[src/rtl/decimal_token_to_fixed_point_core_defines.svh]
// assertion macros for the decimal token to fixed point core
// used by the top level only; every macro expects clk_i and rst_ni in scope
`ifndef DECIMAL_TOKEN_TO_FIXED_POINT_CORE_DEFINES_SVH
`define DECIMAL_TOKEN_TO_FIXED_POINT_CORE_DEFINES_SVH

`ifndef ASSERT_OFF

// property holds at every clock edge outside reset
`define DTFP_ASSERT(label, prop, msg) \
  label: assert property (@(posedge clk_i) disable iff (!rst_ni) (prop)) \
    else $error(msg);

// consequent holds in the cycle after the antecedent
`define DTFP_ASSERT_NEXT(label, ante, cons, msg) \
  label: assert property (@(posedge clk_i) disable iff (!rst_ni) (ante) |=> (cons)) \
    else $error(msg);

`else

`define DTFP_ASSERT(label, prop, msg)
`define DTFP_ASSERT_NEXT(label, ante, cons, msg)

`endif

`endif

[src/rtl/dtfp_pkg.sv]
// types, constants and the fraction weight table of the decimal token converter
// no dependencies
`timescale 1ns / 1ps

package dtfp_pkg;

  localparam int unsigned CharW    = 8;
  localparam int unsigned CountW   = 6;
  localparam int unsigned IntW     = 15;
  localparam int unsigned FracW    = 32;
  localparam int unsigned ValueW   = 32;
  localparam int unsigned WIdxW    = 4;
  localparam int unsigned CfgIdxW  = 2;

  localparam logic [CharW-1:0]  CHAR_NUL   = 8'h00;
  localparam logic [CharW-1:0]  CHAR_SPACE = 8'h20;
  localparam logic [CharW-1:0]  CHAR_MINUS = 8'h2D;
  localparam logic [CharW-1:0]  CHAR_POINT = 8'h2E;
  localparam logic [CharW-1:0]  CHAR_ZERO  = 8'h30;
  localparam logic [CharW-1:0]  CHAR_NINE  = 8'h39;

  localparam logic [CountW-1:0] MAX_LEN_RESET = 6'd19;
  localparam logic [CountW-1:0] COUNT_MAX     = 6'd63;
  localparam logic [IntW-1:0]   INT_MAX       = 15'd32767;
  localparam logic [WIdxW-1:0]  WIDX_LAST     = 4'd9;

  // configuration register indexes
  localparam logic [CfgIdxW-1:0] REG_SEPARATOR = 2'd0;
  localparam logic [CfgIdxW-1:0] REG_MAX_LEN   = 2'd1;

  typedef enum logic [2:0] {
    PH_START = 3'b001,
    PH_INT   = 3'b010,
    PH_FRAC  = 3'b100
  } phase_e;

  typedef struct packed {
    logic [ValueW-1:0] value;
    logic              bad_char;
    logic              overflow;
    logic              truncated;
  } result_t;

  // Q0.32 weight of the n-th fraction digit: one tenth, divided by ten truncating
  function automatic logic [FracW-1:0] frac_weight(input logic [WIdxW-1:0] idx);
    logic [FracW-1:0] w;
    unique case (idx)
      4'd0:    w = 32'd429496729;
      4'd1:    w = 32'd42949672;
      4'd2:    w = 32'd4294967;
      4'd3:    w = 32'd429496;
      4'd4:    w = 32'd42949;
      4'd5:    w = 32'd4294;
      4'd6:    w = 32'd429;
      4'd7:    w = 32'd42;
      4'd8:    w = 32'd4;
      default: w = 32'd0;
    endcase
    return w;
  endfunction

endpackage

[src/rtl/decimal_token_to_fixed_point_core.sv]
// Streaming decimal token parser: one ASCII character per item, signed Q15.16 out.
// Input channel valid/stall, result channel valid/stall, configuration write port.
// A character that ends a token (NUL or the separator) produces one result item;
// every other character only updates the token state and produces nothing.
// Optional leading minus, integer digits saturating at 32767, a point, then fraction
// digits weighted by a truncated tenth per place; the fraction is cut to 16 bits.
// Throughput: one character per cycle while in_stall_o is low. All token work
// happens in the cycle the character is taken; a terminating character's result
// goes to the output register, or to the skid slot while that register is stalled.
// The output register is backed by a one-entry skid buffer. When the receiver
// stalls, characters keep flowing until a second result has to be parked; then
// in_stall_o rises, from a register, until the receiver takes the waiting result.
// The user must write configuration (register 0 separator, register 1 length limit)
// with cfg_valid_i while the block is idle, unenforced; cfg_ready_o is always high.
// Reset clears the token state and both output slots and sets separator to space
// and the length limit to 19.
`timescale 1ns / 1ps
`include "decimal_token_to_fixed_point_core_defines.svh"

module decimal_token_to_fixed_point_core
  import dtfp_pkg::*;
(
  input  logic                     clk_i,
  input  logic                     rst_ni,
  input  logic                     in_valid_i,
  output logic                     in_stall_o,
  input  logic [CharW-1:0]         character_i,
  output logic                     out_valid_o,
  input  logic                     out_stall_i,
  output logic signed [ValueW-1:0] value_o,
  output logic                     bad_char_o,
  output logic                     overflow_o,
  output logic                     truncated_o,
  input  logic                     cfg_valid_i,
  output logic                     cfg_ready_o,
  input  logic [CfgIdxW-1:0]       cfg_index_i,
  input  logic [CharW-1:0]         cfg_data_i
);

  logic [CharW-1:0]  sep_q;
  logic [CountW-1:0] max_len_q;

  phase_e            phase_q, phase_d;
  logic              neg_q, neg_d;
  logic [IntW-1:0]   int_q, int_d;
  logic [FracW-1:0]  frac_q, frac_d;
  logic [WIdxW-1:0]  widx_q, widx_d;
  logic [CountW-1:0] cnt_q, cnt_d;
  logic              bad_q, bad_d;
  logic              ovf_q, ovf_d;
  logic              trunc_q, trunc_d;

  logic              out_valid_q, out_valid_d;
  result_t           out_q, out_d;
  logic              skid_valid_q, skid_valid_d;
  result_t           skid_q, skid_d;

  logic              in_acc;
  logic              is_term;
  logic              is_digit;
  logic [3:0]        digit;
  logic              take;
  logic              new_res;
  result_t           res;
  logic [ValueW-1:0] mag;
  logic [IntW+3:0]   int_sum;
  logic [FracW+4:0]  frac_sum;
  logic              out_take;

  assign cfg_ready_o = 1'b1;
  assign in_stall_o  = skid_valid_q;
  assign in_acc      = in_valid_i && !skid_valid_q;

  assign is_term    = (character_i == CHAR_NUL) || (character_i == sep_q);
  assign is_digit   = (character_i >= CHAR_ZERO) && (character_i <= CHAR_NINE);
  // low nibble of an ascii digit is its value
  assign digit      = character_i[3:0];
  assign take       = in_acc && !is_term && (cnt_q < max_len_q);
  assign new_res    = in_acc && is_term;

  // integer times ten plus digit, as shifts
  assign int_sum  = ({4'b0, int_q} << 3) + ({4'b0, int_q} << 1) + {15'b0, digit};
  assign frac_sum = {5'b0, frac_q} + ({33'b0, digit} * {5'b0, frac_weight(widx_q)});

  assign mag = {1'b0, int_q, frac_q[FracW-1 -: 16]};

  always_comb begin
    res.value     = neg_q ? (32'd0 - mag) : mag;
    res.bad_char  = bad_q;
    res.overflow  = ovf_q;
    res.truncated = trunc_q;
  end

  // token state
  always_comb begin
    phase_d = phase_q;
    neg_d   = neg_q;
    int_d   = int_q;
    frac_d  = frac_q;
    widx_d  = widx_q;
    cnt_d   = cnt_q;
    bad_d   = bad_q;
    ovf_d   = ovf_q;
    trunc_d = trunc_q;
    if (new_res) begin
      phase_d = PH_START;
      neg_d   = 1'b0;
      int_d   = '0;
      frac_d  = '0;
      widx_d  = '0;
      cnt_d   = '0;
      bad_d   = 1'b0;
      ovf_d   = 1'b0;
      trunc_d = 1'b0;
    end else if (in_acc && !take) begin
      trunc_d = 1'b1;
    end else if (take) begin
      if (cnt_q != COUNT_MAX) begin
        cnt_d = cnt_q + 6'd1;
      end
      if (character_i == CHAR_MINUS) begin
        // minus counts only as the first sign
        if (phase_q == PH_START) begin
          neg_d   = 1'b1;
          phase_d = PH_INT;
        end
      end else if (character_i == CHAR_POINT) begin
        phase_d = PH_FRAC;
      end else if (is_digit) begin
        if (phase_q == PH_FRAC) begin
          frac_d = (frac_sum > {5'b0, 32'hFFFF_FFFF}) ? 32'hFFFF_FFFF : frac_sum[FracW-1:0];
          if (widx_q != WIDX_LAST) begin
            widx_d = widx_q + 4'd1;
          end
        end else begin
          if (int_sum > {4'b0, INT_MAX}) begin
            int_d = INT_MAX;
            ovf_d = 1'b1;
          end else begin
            int_d = int_sum[IntW-1:0];
          end
          phase_d = PH_INT;
        end
      end else begin
        bad_d = 1'b1;
        if (phase_q == PH_START) begin
          phase_d = PH_INT;
        end
      end
    end
  end

  // output register with skid slot
  assign out_take = out_valid_q && !out_stall_i;

  always_comb begin
    out_valid_d  = out_valid_q;
    out_d        = out_q;
    skid_valid_d = skid_valid_q;
    skid_d       = skid_q;
    if (out_take || !out_valid_q) begin
      out_valid_d  = skid_valid_q || new_res;
      out_d        = skid_valid_q ? skid_q : res;
      skid_valid_d = 1'b0;
    end else if (new_res) begin
      skid_valid_d = 1'b1;
      skid_d       = res;
    end
  end

  always_ff @(posedge clk_i or negedge rst_ni) begin
    if (!rst_ni) begin
      sep_q        <= CHAR_SPACE;
      max_len_q    <= MAX_LEN_RESET;
      phase_q      <= PH_START;
      neg_q        <= 1'b0;
      int_q        <= '0;
      frac_q       <= '0;
      widx_q       <= '0;
      cnt_q        <= '0;
      bad_q        <= 1'b0;
      ovf_q        <= 1'b0;
      trunc_q      <= 1'b0;
      out_valid_q  <= 1'b0;
      skid_valid_q <= 1'b0;
    end else begin
      if (cfg_valid_i && cfg_ready_o) begin
        unique case (cfg_index_i)
          REG_SEPARATOR: sep_q     <= cfg_data_i;
          REG_MAX_LEN:   max_len_q <= cfg_data_i[CountW-1:0];
          default: ;
        endcase
      end
      phase_q      <= phase_d;
      neg_q        <= neg_d;
      int_q        <= int_d;
      frac_q       <= frac_d;
      widx_q       <= widx_d;
      cnt_q        <= cnt_d;
      bad_q        <= bad_d;
      ovf_q        <= ovf_d;
      trunc_q      <= trunc_d;
      out_valid_q  <= out_valid_d;
      skid_valid_q <= skid_valid_d;
    end
  end

  always_ff @(posedge clk_i) begin
    out_q  <= out_d;
    skid_q <= skid_d;
  end

  assign out_valid_o = out_valid_q;
  assign value_o     = signed'(out_q.value);
  assign bad_char_o  = out_q.bad_char;
  assign overflow_o  = out_q.overflow;
  assign truncated_o = out_q.truncated;

  // a parked result always has one in front of it
  `DTFP_ASSERT(a_skid_behind_out, !skid_valid_q || out_valid_q, "skid full with output empty")
  // weight index never runs past the zero weight
  `DTFP_ASSERT(a_widx_range, widx_q <= WIDX_LAST, "fraction weight index out of range")
  // a terminator always leaves a fresh token behind
  `DTFP_ASSERT_NEXT(a_term_clears, new_res, (cnt_q == '0) && (phase_q == PH_START), "not cleared")

endmodule

[config.mk]
export PLATFORM = sky130hd
export DESIGN_NAME = decimal_token_to_fixed_point_core
export DESIGN_NICKNAME = d
export VERILOG_FILES = /design/src/rtl/dtfp_pkg.sv /design/src/rtl/decimal_token_to_fixed_point_core.sv
export VERILOG_INCLUDE_DIRS = /design/src /design/src/rtl
export SDC_FILE = /design/constraint.sdc
export NUM_CORES = 1
export LEC_CHECK = 0
export BUFFER_PORTS_ARGS = -buffer_cell sky130_fd_sc_hd__buf_2
export CELL_PAD_IN_SITES_DETAIL_PLACEMENT = 1
export CELL_PAD_IN_SITES_GLOBAL_PLACEMENT = 1
export CORE_MARGIN = 2
export CORE_UTILIZATION = 25
export CTS_CLUSTER_SIZE = 14
export DETAILED_ROUTE_END_ITERATION = 10
export PLACE_DENSITY_LB_ADDON = 0.1
export SLEW_MARGIN = 30
export SYNTH_ARGS = -nofsm -noshare
export SYNTH_HDL_FRONTEND = slang
export SYNTH_SLANG_ARGS = --single-unit
[constraint.sdc]
create_clock -name clk_i -period 12 [get_ports clk_i]
set_input_delay 0.6 -clock clk_i [delete_from_list [all_inputs] [get_ports clk_i]]
set_output_delay 0.6 -clock clk_i [all_outputs]
set_load 0.01 [all_outputs]
After elaboration in Yosys (flattened, before gate mapping):

Memories as Yosys holds them, arrays and structs flattened.
Index checks and enable logic that the tools add are counted.

* $add $sub $neg: 6
* $mul: 1
* order comparisons: 5
* equal/unequal tests: 14
* mux-type cells: 61
* bitwise operators: 1
* reductions and logical operators: 38

Operators by type and width (count)
* $mux W32: 9
* $mux W15: 8
* $add A32 B36 Y37: 1
* $gt A37 B32 Y1 const B: 1
* $mul A4 B32 Y36: 1
* $mux W35: 1
* $mux W4: 8
* $sub A1 B31 Y32 const A: 1
* $mux W3: 8
* $mux W6: 4
* $mux W1: 23
* $reduce_bool A2 Y1: 10
* $add A18 B16 Y19: 1
* $add A19 B4 Y19: 1
* $gt A19 B15 Y1 const B: 1
* $eq A8 B6 Y1 const B: 2
* $reduce_and A7 Y1: 2
* $reduce_and A6 Y1: 2
* $eq A8 B8 Y1: 1
* $ge A8 B6 Y1 const B: 1
* $le A8 B6 Y1 const B: 1
* $logic_not A8 Y1: 1
* $ne A2 B2 Y1 const B: 4
* $logic_and A1 B1 Y1: 7
* 18 further kinds: 27

* flip-flop bits (word level): 150
* bits in read-only memories: 432
* input port bits: 23
* output and inout port bits: 38
* word-level logic and storage cells: 148
* memories kept: 1

Memories
* (name not given): words 16, width 27, read ports 1, clocked after Yosys merged registers in 0, wr ports 0, RTL line dtfp_pkg.sv:47 `unique case (idx)`

Longest topological paths before layout:

Gate-level depths: netlist of the first run.
An unclocked memory read counts as a cell.

* depth after elaboration: 12
* gate-level depth with buffers: 25
* depth with buffers taken out: 21

Least setup slack after synthesis of the first run:

No wires, ideal clock.

* path type: register to register
* from: reg widx_q[0]
* to: reg frac_q[10]
* arrival: 5.907 ns
* slack: 5.967 ns
* cell stages (with the launch flop): 24
* period minus slack after synthesis: 6.033 ns
* cells stage by stage: dfrtp_1 -> clkbuf_1 -> inv_1 -> ha_1 -> and3_1 -> or2_2 -> fa_1 -> fa_1 -> inv_1 -> fa_1 -> inv_1 -> ha_1 -> buf_2 -> a21oi_1 -> o21a_1 -> nor2_1 -> or4_1 -> o21ba_1 -> or3_1 -> a211oi_2 -> nor2b_1 -> buf_2 -> buf_6 -> a221o_1

* word-level cells in the longest chain between the ends: 12

RTL lines
* start, declared: RTL line decimal_token_to_fixed_point_core.sv:47 `logic [WIdxW-1:0] widx_q, widx_d;`
* start signal, assigned: RTL line decimal_token_to_fixed_point_core.sv:198 `widx_q <= widx_d;`
* $mem_v2 Z16 W27 (*)
* $mul A4 B32 Y36 (*): RTL line decimal_token_to_fixed_point_core.sv:83 `assign frac_sum = {5'b0, frac_q} + ({33'b0, digit} * {5'b0, frac_weight(widx_q)});`
* $add A32 B36 Y37 (*): RTL line decimal_token_to_fixed_point_core.sv:83
* $gt A37 B32 Y1: RTL line decimal_token_to_fixed_point_core.sv:131 `frac_d = (frac_sum > {5'b0, 32'hFFFF_FFFF}) ? 32'hFFFF_FFFF : frac_sum[FracW-1:0];`
* $mux W32 (*): RTL line decimal_token_to_fixed_point_core.sv:131
* $mux W32 (*): RTL line decimal_token_to_fixed_point_core.sv:130 `if (phase_q == PH_FRAC) begin`
* $mux W32 (*): RTL line decimal_token_to_fixed_point_core.sv:129 `end else if (is_digit) begin`
* $mux W32 (*): RTL line decimal_token_to_fixed_point_core.sv:127 `end else if (character_i == CHAR_POINT) begin`
* $mux W32 (*): RTL line decimal_token_to_fixed_point_core.sv:121 `if (character_i == CHAR_MINUS) begin`
* $mux W32 (*): RTL line decimal_token_to_fixed_point_core.sv:117 `end else if (take) begin`
* $mux W32 (*): RTL line decimal_token_to_fixed_point_core.sv:115 `end else if (in_acc && !take) begin`
* $mux W32 (*): RTL line decimal_token_to_fixed_point_core.sv:105 `if (new_res) begin`
* end signal, assigned: RTL line decimal_token_to_fixed_point_core.sv:197 `frac_q <= frac_d;`
* end, declared: RTL line decimal_token_to_fixed_point_core.sv:46 `logic [FracW-1:0] frac_q, frac_d;`

Every way passes the cells marked *; elsewhere a longest branch is shown, timed or not. The select of a mux whose other input is x is not followed.
A chain may end at the register's enable or synchronous reset.

Worst setup path after layout of the first run:

* from: reg widx_q[1]
* to: reg frac_q[12]

Same word-level chain as after synthesis.

==> impl_metrics.env, run 1 <==
export IMPL_seqPwrFrac=0.236
export IMPL_syn_nets=1425
export IMPL_clock_path_buffers=2
export IMPL_power_frac_comb=0.609
export IMPL_seqCellArea_um2=4110
export IMPL_cts_made_buffers=17
export IMPL_start_util=0.255
export IMPL_drive_gt1_frac=0.134
export IMPL_yosysWarnings=0
export IMPL_grt_first_pass_wirelength_um=58100
export IMPL_vias=8927
export IMPL_drtPass1Iterations=4
export IMPL_grt_pass1_vias=9818
export IMPL_first_iter_violations=366
export IMPL_clock_sinks=150
export IMPL_synth_area_leader_cell="edfxtp_1"
export IMPL_synthTopCellsByCount="inv_1, ha_1, fa_1, nor2_1, nand2_1"
export IMPL_required_ns=12.33
export IMPL_area_growth_syn_to_layout_pct=12.3
export IMPL_drv_slew=0
export IMPL_grt_setup_unrepaired="no"
export IMPL_detail_route_wirelength_um=36000
export IMPL_switching_share=0.473
export IMPL_setup_worst_path_end_class="flip-flop"
export IMPL_synth_edf_count=70
export IMPL_hold_slack_ns=0.125
export IMPL_cts_resized=0
export IMPL_cp_max_fo=26
export IMPL_reg2regPathDepth=20
export IMPL_power_total_w=0.00318
export IMPL_p_per_area_nw_per_um2=232
export IMPL_synth_ff_type="dfrtp_1"
export IMPL_cts_hold_buf=0
export IMPL_hold_viol=0
export IMPL_r2r_end="frac_q[12]"
export IMPL_worst_slew_pin_slew_ns=0.743
export IMPL_min_period_over_period=0.565
export IMPL_synthDistinctLibCells=66
export IMPL_routed_via_density=4.71
export IMPL_syn_inst=1231
export IMPL_setup_tns_final_ns=0
export IMPL_hpwl_um=27600
export IMPL_ir_drop_uv=82.3
export IMPL_grt_ovfl_total=0
export IMPL_synth_area_leaders="edfxtp_1, dfrtp_1, fa_1"
export IMPL_setup_violations=0
export IMPL_cts_tree="built"
export IMPL_synthArstFlopShare=0.533
export IMPL_slew_headroom=0.501
export IMPL_wl_per_cell_um=19.0
export IMPL_cts_clk_slew_worst_paths_ns=0.07
export IMPL_hold_class="input port to asynchronous set/reset pin"
export IMPL_p_switching_w=0.00150
export IMPL_post_cts_setup_buffers=0
export IMPL_p_clk_frac=0.155
export IMPL_r2r_slack_ns=5.22
export IMPL_drcViolationCount=0
export IMPL_nNetsFinal=1462
export IMPL_die_h_um=225
export IMPL_insertion_delay_ns=0.45
export IMPL_leakagePower_nw=6.27
export IMPL_crit_type="flip-flop to flip-flop"
export IMPL_worstPathArrival_ns=7.12
export IMPL_core_area_um2=47900
export IMPL_min_period_ns=6.78
export IMPL_critPathLaunch="widx_q[1]"
export IMPL_finClkSkew_ns=0.00945
export IMPL_ys_seq_elements=150
export IMPL_rows=80
export IMPL_ant_nets=0
export IMPL_pin_count=61
export IMPL_synth_area_per_cell_um2=9.92
export IMPL_p_int_w=0.00168
export IMPL_num_antenna_cells=0
export IMPL_track_usage=0.150
export IMPL_h_tree_depth=4
export IMPL_multiInputGateArea_um2=7260
export IMPL_maxCapViolations=0
export IMPL_critPathLaunchType="flip-flop"
export IMPL_grt_max_degree=47
export IMPL_outcome="complete, no violations"
export IMPL_dieArea_um2=50600
export IMPL_rr_startpoint="widx_q[1]"
export IMPL_ys_seq_area_frac=0.337
export IMPL_yosysMostFrequentCell="inv_1"
export IMPL_gp_congestion=0.793
export IMPL_synth_top_area_frac=0.172
export IMPL_clockRootBuffer="clkbuf_16"
export IMPL_antenna_found_initial=0
export IMPL_io_buffers=59
export IMPL_max_freq_mhz=147
export IMPL_fill_cells=5479
export IMPL_synth_area_um2=12200
export IMPL_die_w_um=225
==> cells in the final DEF, fill, tap and decap left out, types with 7 or more instances in the layout <==
cell type / count
inv_1: 178
ha_1: 93
fa_1: 78
nor2_1: 77
nand2_1: 76
dfrtp_1: 74
edfxtp_1: 70
a21oi_1: 64
xnor2_1: 64
buf_2: 58
o21ai_0: 53
mux2_2: 48
and2_1: 34
a221o_1: 28
a21o_1: 19
and3_1: 18
nor3_1: 18
clkbuf_16: 17
xor2_1: 16
nor2b_1: 11
o31ai_1: 11
a211oi_1: 10
nand4_1: 10
buf_4: 10
nand3_1: 9
o21a_1: 9
nand2b_1: 7
o211ai_1: 7
==> registers in the layout, indices dropped and copies added, names as in the netlist, 3 cells and up <==
name and cells:
cnt_q 6, frac_q 32, int_q 15, max_len_q 6, phase_q 3, sep_q 8, skid_q 35, value_o 32
widx_q 4
==> stage by stage <==
stage | instances | setup slack (ns) | util | area [µm²]
6_report | 1894 | 5.22 | 0.286 | 13700
5_1_grt | 1894 | 4.74 | 0.286 | 13700
4_1_cts | 1894 | 5.15 | 0.286 | 13700
3_5_place_dp | 1864 | 5.11 | 0.275 | 13200
3_3_place_gp | 1863 | 5.16 | 0.275 | 13200
2_1_floorplan | 1231 | 5.97 | - | 12200
==> kinds of logic after synthesis <==
| family | count (synthesis) | synth area share |
|---|---|---|
| flops | 150 | 0.337 |
| simple gates | 299 | 0.124 |
| fa+ha+maj | 171 | 0.223 |
| xor+xnor | 80 | 0.0574 |
| other cells | 1 | 0.000307 |
| compound gates | 251 | 0.141 |
| buf+inv | 230 | 0.0725 |
| mux | 49 | 0.0451 |
==> final cells by class <==
type | count | area share
clock buffer | 19 | 0.0316
clock inverter | 11 | 0.00566
inverter | 179 | 0.0490
multi-input combinational | 851 | 0.529
sequential | 150 | 0.300
tap | 615 | 0.0561
timing repair buffer | 69 | 0.0286
==> routing by layer <==
metal  global-route usage  vias up  part of all wire
met1                0.199     4530              0.48
met5                    0        -                 0
met3               0.0219       18             0.021
met4               0.0297        0            0.0083
met2                0.260       81              0.49
li1                     -     4298                 -
==> worst max-delay path, cell delays in order, from the launching register on <==
cell	delay (ns)
dfrtp_1	0.58
inv_1	0.29
ha_1	0.37
a21oi_1	0.37
nor2b_1	0.12
fa_1	0.50
fa_1	0.55
inv_1	0.05
fa_1	0.50
inv_1	0.05
ha_1	0.35
o211ai_1	0.21
a21oi_1	0.11
o41a_1	0.50
a41oi_1	0.57
o311a_1	0.33
nor3_1	0.09
a211oi_2	0.42
nor2b_2	0.09
buf_4	0.26
a221o_1	0.31
==> worst max-delay path by stage <==
stage                     slack, ns  cells after the start    endpoint
final                          5.22                     20  frac_q[12]
after global routing           4.74                     20   frac_q[5]
after CTS                      5.15                     20   frac_q[5]
after detailed placement       5.11                     20   frac_q[5]
after global placement         5.16                     20   frac_q[6]
after floorplan                5.97                     23  frac_q[10]
==> power groups by stage <==
| stage | Sequential (W) | Clock [W] | Combinational, W |
|---|---|---|---|
| after global placement | 0.000763 | 0 | 0.00198 |
| final | 0.000752 | 0.000493 | 0.00194 |
| after CTS | 0.000756 | 0.000519 | 0.00198 |
| after floorplan | 0.000737 | 0 | 0.00141 |
| after global routing | 0.000772 | 0.000540 | 0.00221 |
| after detailed placement | 0.000767 | 0 | 0.00197 |
No activity file was read; power rests on OpenSTA's default activity.
==> run 2: changes to the inputs <==
clock period = 6.3 ns   (was 12 ns; I/O delays follow)
==> impl_metrics.env, run 2 (synthesis gave the netlist of run 1 again) <==
export IMPL_outcome="complete, no violations"
export IMPL_final_util=0.296
export IMPL_required_ns=6.64
export IMPL_h_tree_depth=4
export IMPL_num_antenna_cells=0
export IMPL_first_iter_violations=409
export IMPL_drive_gt1_frac=0.175
export IMPL_fill_cells=5432
export IMPL_grt_ovfl_total=0
export IMPL_routed_via_density=4.68
export IMPL_clock_path_buffers=2
export IMPL_worst_slew_pin_slew_ns=0.875
export IMPL_ir_drop_uv=156
export IMPL_top_register="skid_q"
export IMPL_grt_first_pass_wirelength_um=57900
export IMPL_cts_made_buffers=17
export IMPL_insertion_delay_ns=0.45
export IMPL_vias=9054
export IMPL_slew_headroom=0.413
export IMPL_drv_slew=0
export IMPL_detail_route_wirelength_um=35600
export IMPL_drtPass1Iterations=4
export IMPL_start_util=0.255
export IMPL_r2r_slack_ns=0.39
export IMPL_antenna_found_initial=1
export IMPL_worstPathArrival_ns=6.26
export IMPL_min_period_ns=5.91
export IMPL_timing_final_ws_setup_ns=0.385
export IMPL_largest_reg_flops=35
export IMPL_cts_clk_slew_worst_paths_ns=0.07
export IMPL_gp_congestion=0.768
export IMPL_maxCapViolations=0
export IMPL_p_per_area_nw_per_um2=448
export IMPL_area_growth_syn_to_layout_pct=16.2
export IMPL_nNetsFinal=1499
export IMPL_pin_count=61
export IMPL_hpwl_um=27600
export IMPL_cp_max_fo=8
export IMPL_min_period_over_period=0.939
export IMPL_final_common_cell="inv_1"
export IMPL_drcViolationCount=0
export IMPL_track_usage=0.149
export IMPL_io_buffers=59
export IMPL_die_w_um=225
export IMPL_setup_tns_final_ns=0
export IMPL_setup_worst_path_end_class="flip-flop"
export IMPL_ant_nets=0
export IMPL_clock_sinks=150
export IMPL_finClkSkew_ns=0.00815
export IMPL_crit_type="flip-flop to flip-flop"
export IMPL_hold_viol=0
export IMPL_wl_per_cell_um=18.4
export IMPL_die_h_um=225
export IMPL_clockRootBuffer="clkbuf_16"
export IMPL_dieArea_um2=50600
export IMPL_max_freq_mhz=169
export IMPL_dp_slack_ns=0.143
export IMPL_cts_tree="built"
export IMPL_rows=80
export IMPL_critPathLaunchType="flip-flop"
export IMPL_final_cell_mix="inv_1, ha_1, fa_1"
export IMPL_leakagePower_nw=6.51
export IMPL_hold_class="input port to flip-flop"
export IMPL_grt_pass1_vias=10035
export IMPL_hold_slack_ns=0.0986
export IMPL_power_total_w=0.00636
export IMPL_grt_max_degree=58
export IMPL_core_area_um2=47900
export IMPL_setup_violations=0
export IMPL_grt_setup_unrepaired="no"
[run 2: cell count changes in the layout (fill, tap and decap cells not counted), sizes merged]
cell         change
bufinv           +2
clkinvlp         -2
dlygate4sd3      +1
buf             +36
clkbuf           -1
clkinv           +1
inv              +2
[run 2: path summary, 6_finish.rpt]
path / from / to / depth (start not counted)
min reg2reg: trunc_q / skid_q[0] / 0
max in group asynchronous: rst_ni / neg_q / 3
max: widx_q[0] / frac_q[2] / 20
max reg2reg: widx_q[0] / frac_q[2] / 20
min: cfg_data_i[7] / sep_q[7] / 2
min in group asynchronous: rst_ni / frac_q[9] / 2
[run 2: metrics by stage]
stage	instance area (µm²)	instances
2_1_floorplan	12200	1231
3_3_place_gp	13400	1895
3_5_place_dp	13500	1897
4_1_cts	14100	1930
5_1_grt	14200	1933
6_report	14200	1933
[run 2: routing by layer]
metal,GRT usage,up-vias,part of all wire
met4,0.0310,0,0.0081
met3,0.0209,15,0.023
met5,0,-,0
met1,0.201,4561,0.49
li1,-,4390,-
met2,0.254,88,0.48
[run 2: report_power, final]
part	total, W	switching (W)	leakage [nW]	internal (W)
sequential	0.00142	0.000201	1.78	0.00122
combinational	0.00386	0.00226	4.44	0.00160
clock	0.00108	0.000481	0.288	0.000596
total	0.00636	0.00294	6.51	0.00342
[run 2: area by class of cell]
type / count / area (µm²) / area share
multi-input cells: 851 / 7330 / 0.517
inverters: 179 / 676 / 0.0476
repair buffers: 106 / 706 / 0.0497
clock buffers: 18 / 429 / 0.0302
clock inverters: 14 / 168 / 0.0118
well taps: 615 / 769 / 0.0542
flip-flops and latches: 150 / 4110 / 0.290
[run 2: critical path: stages, from the launching register on]
cell and delay, ns:
dfrtp_1 0.39, clkinvlp_4 0.20, ha_2 0.30, and3_1 0.24, or2_2 0.33, fa_1 0.51, fa_1 0.56, inv_1 0.06
fa_1 0.50, inv_1 0.04, ha_1 0.31, a21oi_2 0.20, o21a_1 0.16, nor2_1 0.06, or4_1 0.46, o21ba_1 0.21
or3_1 0.39, a211oi_4 0.31, buf_4 0.16, nand2_1 0.17, a22o_1 0.26
[run 2: timing repair]
action / in CTS / in global routing
setup buffers: 0 / 3
hold buffers: 1 / 0
resized for setup: 0 / 21
endpoints found under the hold margin: 23 / 0
setup endpoints to repair: 0 / 32
